==> src/rtl/core/assert_macros.svh <==
// Assertion macros shared by the RTL that carries checks.
// No dependencies; taken in by `include where assertions are written.
`ifndef ASSERT_MACROS_SVH
`define ASSERT_MACROS_SVH

// Same-cycle implication, checked on the rising clock, off during reset.
`define SMSR_ASSERT_IMPL(label, clk, rst_n, ante, cons) \
    label: assert property (@(posedge clk) disable iff (!(rst_n)) (ante) |-> (cons)) \
        else $error("smsr assertion failed");

// Next-cycle implication, checked on the rising clock, off during reset.
`define SMSR_ASSERT_NEXT(label, clk, rst_n, ante, cons) \
    label: assert property (@(posedge clk) disable iff (!(rst_n)) (ante) |=> (cons)) \
        else $error("smsr assertion failed");

`endif

==> src/rtl/core/smsr_pkg.sv <==
// Shared types, constants and the generator step for the shuffled generator.
// No dependencies; used by the front, queue, back and top level.
package smsr_pkg;

    localparam logic [14:0] LCG_MUL   = 15'd16807;
    localparam logic [31:0] LCG_MOD   = 32'h7FFF_FFFF;
    localparam int          WARMUP_EXTRA = 8;

    // Classified command handed from front to back
    typedef struct packed {
        logic        use_lcg;   // draw from the running state
        logic        seed_pos;  // loaded seed is above zero
        logic [30:0] seed;      // loaded seed when positive
        logic [31:0] start_x;   // warm-up start: negated seed or 1
    } t_cmd;

    // Back-end status seen by the top level
    typedef struct packed {
        logic init_busy;
        logic q_pop;
        logic draw;
    } t_back_status;

    // One step: x * 16807 mod (2^31-1); x may be up to 2^31
    function automatic logic [30:0] f_lcg_step(input logic [31:0] x);
        logic [46:0] prod;
        logic [31:0] fold;
        prod = 47'(x) * 47'(LCG_MUL);
        // 2^31 == 1 mod M, so fold the high part onto the low part
        fold = 32'(prod[46:31]) + {1'b0, prod[30:0]};
        if (fold >= LCG_MOD) begin
            fold = fold - LCG_MOD;
        end
        return fold[30:0];
    endfunction

endpackage

==> src/rtl/core/smsr_if.sv <==
// Valid/ready channel interfaces for the request and result items.
// No dependencies.
interface smsr_in_if;
    logic               valid;
    logic               ready;
    logic               mode;
    logic signed [31:0] seed_value;

    modport source (output valid, output mode, output seed_value, input ready);
    modport sink   (input valid, input mode, input seed_value, output ready);
endinterface

interface smsr_out_if;
    logic        valid;
    logic        ready;
    logic [30:0] random_value;
    logic [30:0] generator_state;

    modport source (output valid, output random_value, output generator_state, input ready);
    modport sink   (input valid, input random_value, input generator_state, output ready);
endinterface

==> src/rtl/core/smsr_front.sv <==
// Front end: accepts request items and classifies them into commands.
// Depends on smsr_pkg and smsr_in_if.
module smsr_front (
    smsr_in_if.sink          i_req,
    input  logic             i_q_full,
    output logic             o_push,
    output smsr_pkg::t_cmd   o_cmd
);

    logic [31:0] neg_seed;

    // Accept whenever the queue has room
    assign i_req.ready = !i_q_full;
    assign o_push      = i_req.valid && !i_q_full;

    // Negated seed; -2^31 becomes 2^31 as an unsigned value
    assign neg_seed = ~i_req.seed_value + 32'd1;

    // Classify the item
    always_comb begin
        o_cmd.use_lcg  = !i_req.mode;
        o_cmd.seed_pos = i_req.mode && (i_req.seed_value > 32'sd0);
        o_cmd.seed     = i_req.seed_value[30:0];
        o_cmd.start_x  = (i_req.mode && i_req.seed_value[31]) ? neg_seed : 32'd1;
    end

endmodule

==> src/rtl/core/smsr_queue.sv <==
// Two-entry command queue between the front and back ends.
// Depends on smsr_pkg.
module smsr_queue (
    input  logic             i_clk,
    input  logic             i_rst_n,
    input  logic             i_push,
    input  smsr_pkg::t_cmd   i_cmd,
    input  logic             i_pop,
    output logic             o_full,
    output logic             o_valid,
    output smsr_pkg::t_cmd   o_cmd
);

    smsr_pkg::t_cmd r_slot [2];
    logic           r_wptr, n_wptr;
    logic           r_rptr, n_rptr;
    logic [1:0]     r_count, n_count;

    assign o_full  = (r_count == 2'd2);
    assign o_valid = (r_count != 2'd0);
    assign o_cmd   = r_slot[r_rptr];

    // Pointer and count update
    always_comb begin
        n_wptr  = r_wptr;
        n_rptr  = r_rptr;
        n_count = r_count;
        if (i_push) begin
            n_wptr = ~r_wptr;
        end
        if (i_pop) begin
            n_rptr = ~r_rptr;
        end
        case ({i_push, i_pop})
            2'b10:   n_count = r_count + 2'd1;
            2'b01:   n_count = r_count - 2'd1;
            default: n_count = r_count;
        endcase
    end

    always_ff @(posedge i_clk) begin
        if (!i_rst_n) begin
            r_wptr  <= 1'b0;
            r_rptr  <= 1'b0;
            r_count <= 2'd0;
        end else begin
            r_wptr  <= n_wptr;
            r_rptr  <= n_rptr;
            r_count <= n_count;
        end
    end

    // Payload storage
    always_ff @(posedge i_clk) begin
        if (i_push) begin
            r_slot[r_wptr] <= i_cmd;
        end
    end

endmodule

==> src/rtl/core/smsr_back.sv <==
// Back end: generator state, warm-up sequencer, shuffle table and result register.
// Depends on smsr_pkg and smsr_out_if.
module smsr_back #(
    parameter int TABLE_DEPTH = 32
) (
    input  logic                   i_clk,
    input  logic                   i_rst_n,
    input  logic                   i_q_valid,
    input  smsr_pkg::t_cmd         i_cmd,
    output smsr_pkg::t_back_status o_status,
    smsr_out_if.source             o_rsp
);

    localparam int          IDX_W    = (TABLE_DEPTH > 1) ? $clog2(TABLE_DEPTH) : 1;
    localparam int          CNT_W    = $clog2(TABLE_DEPTH + smsr_pkg::WARMUP_EXTRA);
    localparam logic [31:0] SLOT_DIV = 32'(1 + 2147483646 / TABLE_DEPTH);

    typedef enum logic [3:0] {
        S_IDLE = 4'b0001,
        S_INIT = 4'b0010,
        S_PREP = 4'b0100,
        S_DRAW = 4'b1000
    } t_state;

    t_state             r_state, n_state;
    logic [31:0]        r_x, n_x;
    logic [CNT_W-1:0]   r_cnt, n_cnt;
    logic [30:0]        r_lcg, n_lcg;
    logic [30:0]        r_last, n_last;
    logic [30:0]        r_rd;
    logic               r_out_valid;
    logic [30:0]        r_out_rand;
    logic [30:0]        r_out_state;
    logic [30:0]        mem [TABLE_DEPTH];

    logic [31:0]        mul_in;
    logic [30:0]        step_out;
    logic               out_free;
    logic               q_pop;
    logic               draw;
    logic               mem_we;
    logic [IDX_W-1:0]   mem_waddr;
    logic               rd_en;
    logic [IDX_W-1:0]   rd_addr;
    logic [IDX_W-1:0]   slot_last;
    logic [IDX_W-1:0]   slot_rd;
    logic               seed_pos;
    logic [30:0]        sval;
    logic               need_init;
    logic [31:0]        start_x;

    // Slot = v / SLOT_DIV, found by comparing against each slot boundary
    function automatic logic [IDX_W-1:0] f_slot(input logic [30:0] v);
        logic [IDX_W-1:0] s;
        s = '0;
        for (int k = 1; k < TABLE_DEPTH; k++) begin
            if ({1'b0, v} >= 32'(k) * SLOT_DIV) begin
                s = IDX_W'(k);
            end
        end
        return s;
    endfunction

    assign step_out  = smsr_pkg::f_lcg_step(mul_in);
    assign slot_last = f_slot(r_last);
    assign slot_rd   = f_slot(r_rd);
    assign out_free  = !r_out_valid || o_rsp.ready;

    // Decide how the queued command is handled
    assign seed_pos  = i_cmd.use_lcg ? (r_lcg != 31'd0) : i_cmd.seed_pos;
    assign sval      = i_cmd.use_lcg ? r_lcg : i_cmd.seed;
    assign need_init = !seed_pos || (r_last == 31'd0);
    assign start_x   = i_cmd.use_lcg ? 32'd1 : i_cmd.start_x;

    // Sequencer
    always_comb begin
        n_state   = r_state;
        n_x       = r_x;
        n_cnt     = r_cnt;
        n_lcg     = r_lcg;
        n_last    = r_last;
        q_pop     = 1'b0;
        draw      = 1'b0;
        mul_in    = r_x;
        mem_we    = 1'b0;
        mem_waddr = slot_last;
        rd_en     = 1'b0;
        rd_addr   = slot_rd;
        case (r_state)
            S_IDLE: begin
                if (i_q_valid) begin
                    if (need_init) begin
                        q_pop   = 1'b1;
                        n_x     = start_x;
                        n_cnt   = CNT_W'(TABLE_DEPTH + smsr_pkg::WARMUP_EXTRA - 1);
                        n_state = S_INIT;
                    end else if (out_free) begin
                        q_pop  = 1'b1;
                        draw   = 1'b1;
                        mul_in = {1'b0, sval};
                    end
                end
            end
            S_INIT: begin
                // One warm-up step per cycle; the last steps fill the table
                n_x = {1'b0, step_out};
                if (r_cnt < CNT_W'(TABLE_DEPTH)) begin
                    mem_we    = 1'b1;
                    mem_waddr = r_cnt[IDX_W-1:0];
                end
                if (r_cnt == '0) begin
                    n_last  = step_out;
                    n_state = S_PREP;
                end else begin
                    n_cnt = r_cnt - CNT_W'(1);
                end
            end
            S_PREP: begin
                // Fetch the entry the first draw will hand out
                rd_en   = 1'b1;
                rd_addr = slot_last;
                n_state = S_DRAW;
            end
            S_DRAW: begin
                if (out_free) begin
                    draw    = 1'b1;
                    n_state = S_IDLE;
                end
            end
            default: n_state = S_IDLE;
        endcase

        // Draw: swap the new state into the selected slot, prefetch the next one
        if (draw) begin
            n_lcg     = step_out;
            mem_we    = 1'b1;
            mem_waddr = slot_last;
            n_last    = r_rd;
            rd_en     = 1'b1;
            rd_addr   = slot_rd;
        end
    end

    always_ff @(posedge i_clk) begin
        if (!i_rst_n) begin
            r_state     <= S_IDLE;
            r_cnt       <= '0;
            r_lcg       <= 31'd1;
            r_last      <= 31'd0;
            r_out_valid <= 1'b0;
        end else begin
            r_state <= n_state;
            r_cnt   <= n_cnt;
            r_lcg   <= n_lcg;
            r_last  <= n_last;
            if (draw) begin
                r_out_valid <= 1'b1;
            end else if (o_rsp.ready) begin
                r_out_valid <= 1'b0;
            end
        end
    end

    // Working value and result payload
    always_ff @(posedge i_clk) begin
        r_x <= n_x;
        if (draw) begin
            r_out_rand  <= r_rd;
            r_out_state <= step_out;
        end
    end

    // Shuffle table: one write, one registered read with write bypass
    always_ff @(posedge i_clk) begin
        if (mem_we) begin
            mem[mem_waddr] <= step_out;
        end
        if (rd_en) begin
            r_rd <= (mem_we && (mem_waddr == rd_addr)) ? step_out : mem[rd_addr];
        end
    end

    assign o_rsp.valid           = r_out_valid;
    assign o_rsp.random_value    = r_out_rand;
    assign o_rsp.generator_state = r_out_state;

    assign o_status.init_busy = (r_state == S_INIT);
    assign o_status.q_pop     = q_pop;
    assign o_status.draw      = draw;

endmodule

==> src/rtl/core/shuffled_minimal_standard_rng_top.sv <==
// Top level of the shuffled minimal-standard generator.
// Depends on smsr_pkg, smsr_if, smsr_front, smsr_queue, smsr_back, assert_macros.svh.
//
// Usage:
//   i_req carries one request item per valid/ready handshake: mode 0 draws,
//   mode 1 loads seed_value and then draws. o_rsp returns exactly one result
//   per request: random_value (the shuffled output; divide by 2^31-1 for a
//   uniform deviate) and generator_state (the state after that draw).
//   A request is queued by the front end (two entries) and executed by the
//   back end. A plain draw takes one generator step; the accepted item
//   passes through the queue register and then the result register. Draws
//   sustain one item per cycle while o_rsp is ready and no initialization
//   runs, set by the single multiply-and-fold step unit in the back end.
//   An item that needs initialization (a seed of zero or below, state zero,
//   or after reset) is decoded, runs TABLE_DEPTH+8 warm-up steps at one step
//   per cycle and then does one table read before its draw.
//   Reset sets the state to 1 and the output register to 0, so the first
//   item always initializes. When o_rsp stalls, the result register holds,
//   the queue fills and then i_req.ready drops; nothing is lost.
`include "assert_macros.svh"

module shuffled_minimal_standard_rng_top #(
    parameter int TABLE_DEPTH = 32
) (
    input  logic        i_clk,
    input  logic        i_rst_n,
    smsr_in_if.sink     i_req,
    smsr_out_if.source  o_rsp
);

    // All-ones state, never reached by a reduced step
    localparam logic [30:0] STATE_ALL_ONES = 31'(smsr_pkg::LCG_MOD);

    logic                   q_full;
    logic                   q_push;
    logic                   q_valid;
    smsr_pkg::t_cmd         front_cmd;
    smsr_pkg::t_cmd         head_cmd;
    smsr_pkg::t_back_status back_st;

    // Classify incoming items
    smsr_front u_front (
        .i_req    (i_req),
        .i_q_full (q_full),
        .o_push   (q_push),
        .o_cmd    (front_cmd)
    );

    // Decoupling queue
    smsr_queue u_queue (
        .i_clk   (i_clk),
        .i_rst_n (i_rst_n),
        .i_push  (q_push),
        .i_cmd   (front_cmd),
        .i_pop   (back_st.q_pop),
        .o_full  (q_full),
        .o_valid (q_valid),
        .o_cmd   (head_cmd)
    );

    // Generator, shuffle table and result register
    smsr_back #(
        .TABLE_DEPTH (TABLE_DEPTH)
    ) u_back (
        .i_clk     (i_clk),
        .i_rst_n   (i_rst_n),
        .i_q_valid (q_valid),
        .i_cmd     (head_cmd),
        .o_status  (back_st),
        .o_rsp     (o_rsp)
    );

    // Checks
    `SMSR_ASSERT_IMPL(a_pop_needs_entry, i_clk, i_rst_n, back_st.q_pop, q_valid)
    `SMSR_ASSERT_NEXT(a_draw_shows_result, i_clk, i_rst_n, back_st.draw, o_rsp.valid)
    `SMSR_ASSERT_IMPL(a_no_draw_in_init, i_clk, i_rst_n, back_st.init_busy, !back_st.draw)
    `SMSR_ASSERT_IMPL(a_state_reduced, i_clk, i_rst_n, o_rsp.valid, o_rsp.generator_state != STATE_ALL_ONES)

endmodule
==> src/flat_wrapper.sv <==
// flat-port wrapper written by rule: the top's interface ports become plain ports
module shuffled_minimal_standard_rng_top_flat 
#(
    parameter int TABLE_DEPTH = 32
)
  (i_clk, i_rst_n, i_req_valid, i_req_mode, i_req_seed_value, i_req_ready, o_rsp_valid, o_rsp_random_value, o_rsp_generator_state, o_rsp_ready);
  smsr_in_if i_req_i ();
  smsr_out_if o_rsp_i ();
  input  logic i_clk;
  input  logic i_rst_n;
  input wire logic [$bits(i_req_i.valid)-1:0] i_req_valid;
  input wire logic [$bits(i_req_i.mode)-1:0] i_req_mode;
  input wire logic [$bits(i_req_i.seed_value)-1:0] i_req_seed_value;
  output wire logic [$bits(i_req_i.ready)-1:0] i_req_ready;
  output wire logic [$bits(o_rsp_i.valid)-1:0] o_rsp_valid;
  output wire logic [$bits(o_rsp_i.random_value)-1:0] o_rsp_random_value;
  output wire logic [$bits(o_rsp_i.generator_state)-1:0] o_rsp_generator_state;
  input wire logic [$bits(o_rsp_i.ready)-1:0] o_rsp_ready;
  assign i_req_i.valid = i_req_valid;
  assign i_req_i.mode = i_req_mode;
  assign i_req_i.seed_value = i_req_seed_value;
  assign i_req_ready = i_req_i.ready;
  assign o_rsp_valid = o_rsp_i.valid;
  assign o_rsp_random_value = o_rsp_i.random_value;
  assign o_rsp_generator_state = o_rsp_i.generator_state;
  assign o_rsp_i.ready = o_rsp_ready;
  shuffled_minimal_standard_rng_top #(.TABLE_DEPTH(TABLE_DEPTH)) u_core (.i_clk(i_clk), .i_rst_n(i_rst_n), .i_req(i_req_i), .o_rsp(o_rsp_i));
endmodule
==> config.mk <==
export PLATFORM = sky130hd
export DESIGN_NAME = shuffled_minimal_standard_rng_top_flat
export DESIGN_NICKNAME = d
export VERILOG_FILES = /design/src/rtl/core/smsr_pkg.sv /design/src/rtl/core/smsr_if.sv /design/src/rtl/core/smsr_front.sv /design/src/rtl/core/smsr_queue.sv /design/src/rtl/core/smsr_back.sv /design/src/rtl/core/shuffled_minimal_standard_rng_top.sv /design/src/flat_wrapper.sv
export VERILOG_INCLUDE_DIRS = /design/src /design/src/rtl/core
export SDC_FILE = /design/constraint.sdc
export NUM_CORES = 2
export LEC_CHECK = 0
export BUFFER_PORTS_ARGS = -buffer_cell sky130_fd_sc_hd__buf_2
export CAP_MARGIN = 20
export CORE_ASPECT_RATIO = 0.8
export CORE_MARGIN = 5
export CORE_UTILIZATION = 63
export DETAILED_ROUTE_END_ITERATION = 8
export GPL_ROUTABILITY_DRIVEN = 0
export HOLD_SLACK_MARGIN = 0.06
export PLACE_DENSITY = 0.8
export SLEW_MARGIN = 20
export SYNTH_ARGS = -nofsm -noshare
export SYNTH_HDL_FRONTEND = slang
export SYNTH_SLANG_ARGS = --single-unit
==> constraint.sdc <==
create_clock -name i_clk -period 19 [get_ports i_clk]
set_input_delay 4.75 -clock i_clk [delete_from_list [all_inputs] [get_ports i_clk]]
set_output_delay 4.75 -clock i_clk [all_outputs]
set_load 0.02 [all_outputs]
# After elaboration in Yosys (flattened, before gate mapping)
# Memories as Yosys holds them, arrays and structs flattened. A register that Yosys moved wholly into a read port is not among the register bits.
# Cells that the tools add are included.
# word_totals
regBits,171
latch_bits,0
ram_bits,1122
mem_bits_ro,0
in_bits,37
out_inout_bits,64
elab_cells,234
memories,2
# op_classes
addsub,6
mul,1
n_div,0
magnitude_cmp,65
n_eq_ne,12
shift,0
muxes,112
n_bitwise,3
reduce_logical,22
# memory_table
name,words,word_bits,read_ports,rd_ports_with_merged_regs,write_ports,line_no,text
u_core.u_back.mem,32,31,1,1,1,smsr_back.sv:34,logic [30:0] mem [TABLE_DEPTH];
u_core.u_queue.r_slot,2,65,1,1,1,smsr_queue.sv:14,smsr_pkg::t_cmd r_slot [2];
# ops
op,count
$ge 31x31->1 const B,32
$ge 31x30->1 const B,16
$mux 5,65
$mux 32,8
$ge 31x29->1 const B,8
$mux 31,5
$ge 31x28->1 const B,4
$pmux 32 s2,1
$ge 31x27->1 const B,2
$mul 32x15->47 const B,1
$add 16x31->32,1
$add 32x1->32 const B,1
$ge 32x31->1 const B,1
$gt 32x1->1 const B,1
$not 32->32,1
$logic_not 31->1,1
$reduce_bool 31->1,1
$sub 31x31->31 const B,1
$mux 1,22
$mux 6,3
$mux 4,4
$pmux 4 s4,1
$pmux 6 s2,1
$reduce_bool 2->1,6
22 further kinds,34

# Depth between registers and ports, before layout
# logic_depth
ltp_word,35
ltp_mapped,53

# Modules after synthesis
# A second synthesis with hierarchy kept.
# hier_totals
hier_cells,5062
hier_area_um2,63913.8
# by_module_without_submodules
module,n_inst,cells_each,area_each_um2
smsr_back,1,4670,57923.1
smsr_queue,1,224,4902.2
smsr_front,1,168,1088.5

# Worst setup path before layout
# Ideal clock, no wire load.
# synth_timing
path_kind,input to register
startpoint,in o_rsp_ready
endpoint,"mem u_core.u_back.mem[0][9], data pin"
arrival_ns,15.455
required_ns,18.597
setup_slack_ns,3.141
stages,47
path_buffers,4
cell_sequence,nor2b_1 nor3_1 nand2_1 clkbuf_1 clkbuf_1 nand2_1 o21ai_0 inv_1 fa_1 inv_1 ha_1 inv_1 fa_1 fa_1 inv_1 fa_1 inv_1 fa_1 (+11 left out) o21a_1 o21ai_0 nor2b_1 xnor2_1 ha_1 clkbuf_1 a21oi_1 nor2_1 o21a_1 a211oi_1 or4_1 buf_2 nor4_2 xor2_1 a221oi_2 a31oi_4 nor3b_2 xor2_1
# synth_between
elab_chain_len,9
word_cells_on_any_way,10
# synth_lines
item,line_no,text
from (decl),flat_wrapper.sv:18,input wire logic [$bits(o_rsp_i.ready)-1:0] o_rsp_ready;
$logic_or 1x1->1 *,smsr_back.sv:67,assign out_free = !r_out_valid || o_rsp.ready;
$mux 32 *,smsr_back.sv:97,end else if (out_free) begin
$mux 32 *,smsr_back.sv:92,if (need_init) begin
$mux 32 *,smsr_back.sv:91,if (i_q_valid) begin
$mux 32 *,smsr_back.sv:89,case (r_state)
$mul 32x15->47 *,smsr_pkg.sv:28,prod = 47'(x) * 47'(LCG_MUL);
$add 16x31->32 *,smsr_pkg.sv:30,"fold = 32'(prod[46:31]) + {1'b0, prod[30:0]};"
$sub 31x31->31 or $ge 32x31->1 (tied branches),"smsr_pkg.sv:32, smsr_pkg.sv:31",
$mux 31 *,smsr_pkg.sv:31,if (fold >= LCG_MOD) begin
named net u_core.u_back.step_out[9],smsr_back.sv:37,logic [30:0] step_out;
to (decl),smsr_back.sv:34,
# Mark *: on every way through the listed nets, which the timed path passes. The rest lies on a longest branch.

# Final worst setup path
# layout_timing
startpoint,in o_rsp_ready
endpoint,"mem u_core.u_back.mem[17][11], data pin"
# Same word-level chain as after synthesis.

==> run metrics <==
final hold violations 0; global route total overflow 0; drt wl/cell 28.07 um; Die Y-Extent 293.3 um; number of global-route vias before repair 41500; endpoint kind of the worst setup timing path flop; crit-path leading delay family compound AO/OA/AOI/OAI gates; WP depth 42; share of the core filled with cells 69.87%; reg2reg end u_core.u_back.mem[17][11]; post-route ant nets 0; total CTS buffers 118; DP HPWL 107500 um; most common cell after layout, fill and taps aside edfxtp_1; CP required 19.23 ns; post-route cell area 69250 um^2; drt via density 6.766; DRC violations left 0; final setup skew 0.06268 ns; Post-synth EDFFs 1247; worst hold path class reg -> reg; most frequent cells in the layout 1247 x edfxtp_1, 684 x nand2_1, 307 x inv_1; synth unique cells 99; Setup CP Type in -> reg; status complete, no violations; I/O Pins 101; hold_buf cts 0; Horiz. Die Dim 364.1 um; Post-Syn Nets 5385; Fin Setup TNS 0 ns; H-tree levels 3; critical path startpoint category primary input; Clock Sinks 1325; sequential area share after synthesis 61.74%; Worst-path clk slew 0.06 ns; CP max FO 38; post-synthesis async set-or-reset flop share 0%; Via Count 43580; Post-Synthesis Cell Area 63180 um^2; Syn Inst Count 5002; Final nets 5404; Slew Viols, Final 0; # rows 103; initial antenna violation count 5; Worst Setup SP o_rsp_ready; first-pass GRT wire length 262200 um; Relative slew margins 17.46%; Initial Util 63.75%; final setup violation count 0; Total Routing Usage GR 33.16%; main flop type after synthesis edfxtp_1; R2R cell count 43; Core Box Area 99100 um^2; TritonCTS clock tree yes; # port buffers 100; Max Root-Sink Buffers 3; root buf cell clkbuf_16; Post-CTS Resized 0; Slew @ Worst Pin 1.237 ns; Synth Warn # 0; maxcap violations 0; hold slack final 0.4789 ns; minimum clock period 18.15 ns; die area 106800 um^2; CP max stage cell xnor2_1; Worst-Skew Late Latency 0.75 ns; reg-to-reg setup timing slack 2.36 ns; setup repair bufs after CTS 0; largest net degree at the start of global routing 201; post-synthesis register bit count 1325; final period utilization 95.52%; layout cells sized above 1 9.861%; Placement Cell Area 65450 um^2; CP endpoint u_core.u_back.mem[17][11]; RSZ-0062 raised after global routing no; P&R area growth vs syn 9.598%; Worst Path Buf+Inv 7; Syn Area/Cell 12.63 um^2; DR iter-0 viols 7242; DR pass1 iterations 9; CP max stage delay 0.90 ns; Achievable Freq 55.10 MHz; WL final 180800 um; WP data arrival 18.38 ns
==> how the worst min path moves through the flow <==
stage / endpoint / from / depth (start not counted) / slack, ns
5_1_grt: u_core.u_back.r_lcg[16] / u_core.u_back.r_lcg[16] / 2 / 0.50
2_1_floorplan: u_core.u_back.r_lcg[28] / u_core.u_back.r_lcg[28] / 2 / 0.45
3_3_place_gp: u_core.u_back.r_lcg[16] / u_core.u_back.r_lcg[16] / 2 / 0.46
4_1_cts: u_core.u_back.r_lcg[16] / u_core.u_back.r_lcg[16] / 2 / 0.48
6_report: u_core.u_back.r_lcg[16] / u_core.u_back.r_lcg[16] / 2 / 0.48
3_5_place_dp: u_core.u_back.r_lcg[16] / u_core.u_back.r_lcg[16] / 2 / 0.47
==> cells by family after synthesis <==
logic type,after synthesis,synth area share [%]
adder cells (fa/ha/maj),346,8.503
flip-flops,1325,61.74
XOR/XNOR,117,1.622
buffers and inverters,610,3.669
multiplexers,89,1.465
AND/OR/NAND/NOR,1492,11.33
AO/OA/AOI/OAI,1023,11.68
==> layout make-up <==
class / instances / area (um^2)
Clock buffer: 145 / 3074
Inverter: 310 / 1166
Sequential cell: 1325 / 39010
Timing Repair Buffer: 199 / 1375
Fill cell: 6487 / 29860
Clock inverter: 75 / 621.8
Multi-Input combinational cell: 3067 / 22340
Antenna cell: 8 / 20.02
Tap cell: 1312 / 1642
==> synthesized netlist by cell type, types with 10 or more instances <==
cell type	instances	area share, %
and2_1	93	0.92
dfxtp_1	78	2.5
nor2_1	153	0.91
o22ai_1	35	0.35
a211oi_1	254	3.0
a21oi_1	174	1.4
nand3_1	44	0.35
fa_1	139	4.4
a311oi_1	224	3.1
a31oi_1	33	0.33
xnor2_1	58	0.80
a22oi_1	20	0.24
xor2_1	59	0.82
ha_1	207	4.1
or3_1	12	0.12
nor4_1	31	0.31
o21ai_0	101	0.80
buf_1	27	0.16
mux2i_1	79	1.3
o31ai_1	14	0.17
o311ai_0	16	0.22
and2_0	160	1.6
nor2b_1	10	0.099
edfxtp_1	1247	59
o21a_1	37	0.44
clkbuf_1	262	1.6
nand4_1	21	0.21
a21o_1	24	0.29
nor3_1	181	1.4
and3_1	23	0.23
nand2_1	685	4.1
nand2b_1	17	0.17
inv_1	307	1.8
or2_2	11	0.11
==> per-stage QoR <==
step	setup slack, ns	std cells
after floorplan	3.141	5002
after global placement	0.9988	6210
after detailed placement	0.5840	6210
after CTS	1.215	6430
after global routing	0.2293	6433
final	0.8521	6441
==> layer usage <==
metal	global-route usage (%)	share of wire [%]	vias to the layer above
li1	-	-	18630
met1	46.54	37	21170
met2	46.70	42	3305
met3	14.37	17	474
met4	11.73	4.1	2
met5	0	0.0039	-
==> tightest hold or removal path, cell delays in order (launching register included) <==
cell and delay [ns]:
dfxtp_1 0.32, nand2_1 0.06, a21oi_1 0.05
==> flip-flops by register name, indices dropped and copies added (netlist names), 31 cells and up, named ones only <==
signal                               count
u_core.u_back.mem                      992
u_core.u_queue.r_slot                  130
u_core.u_back.r_x                       32
u_core.u_back.o_rsp.generator_state     31
u_core.u_back.o_rsp.random_value        31
u_core.u_back.r_last                    31
u_core.u_back.r_lcg                     31
u_core.u_back.r_rd                      31
Power is not shown: default switching activity piles up to over one toggle a cycle in this logic, so the estimate is an artifact.
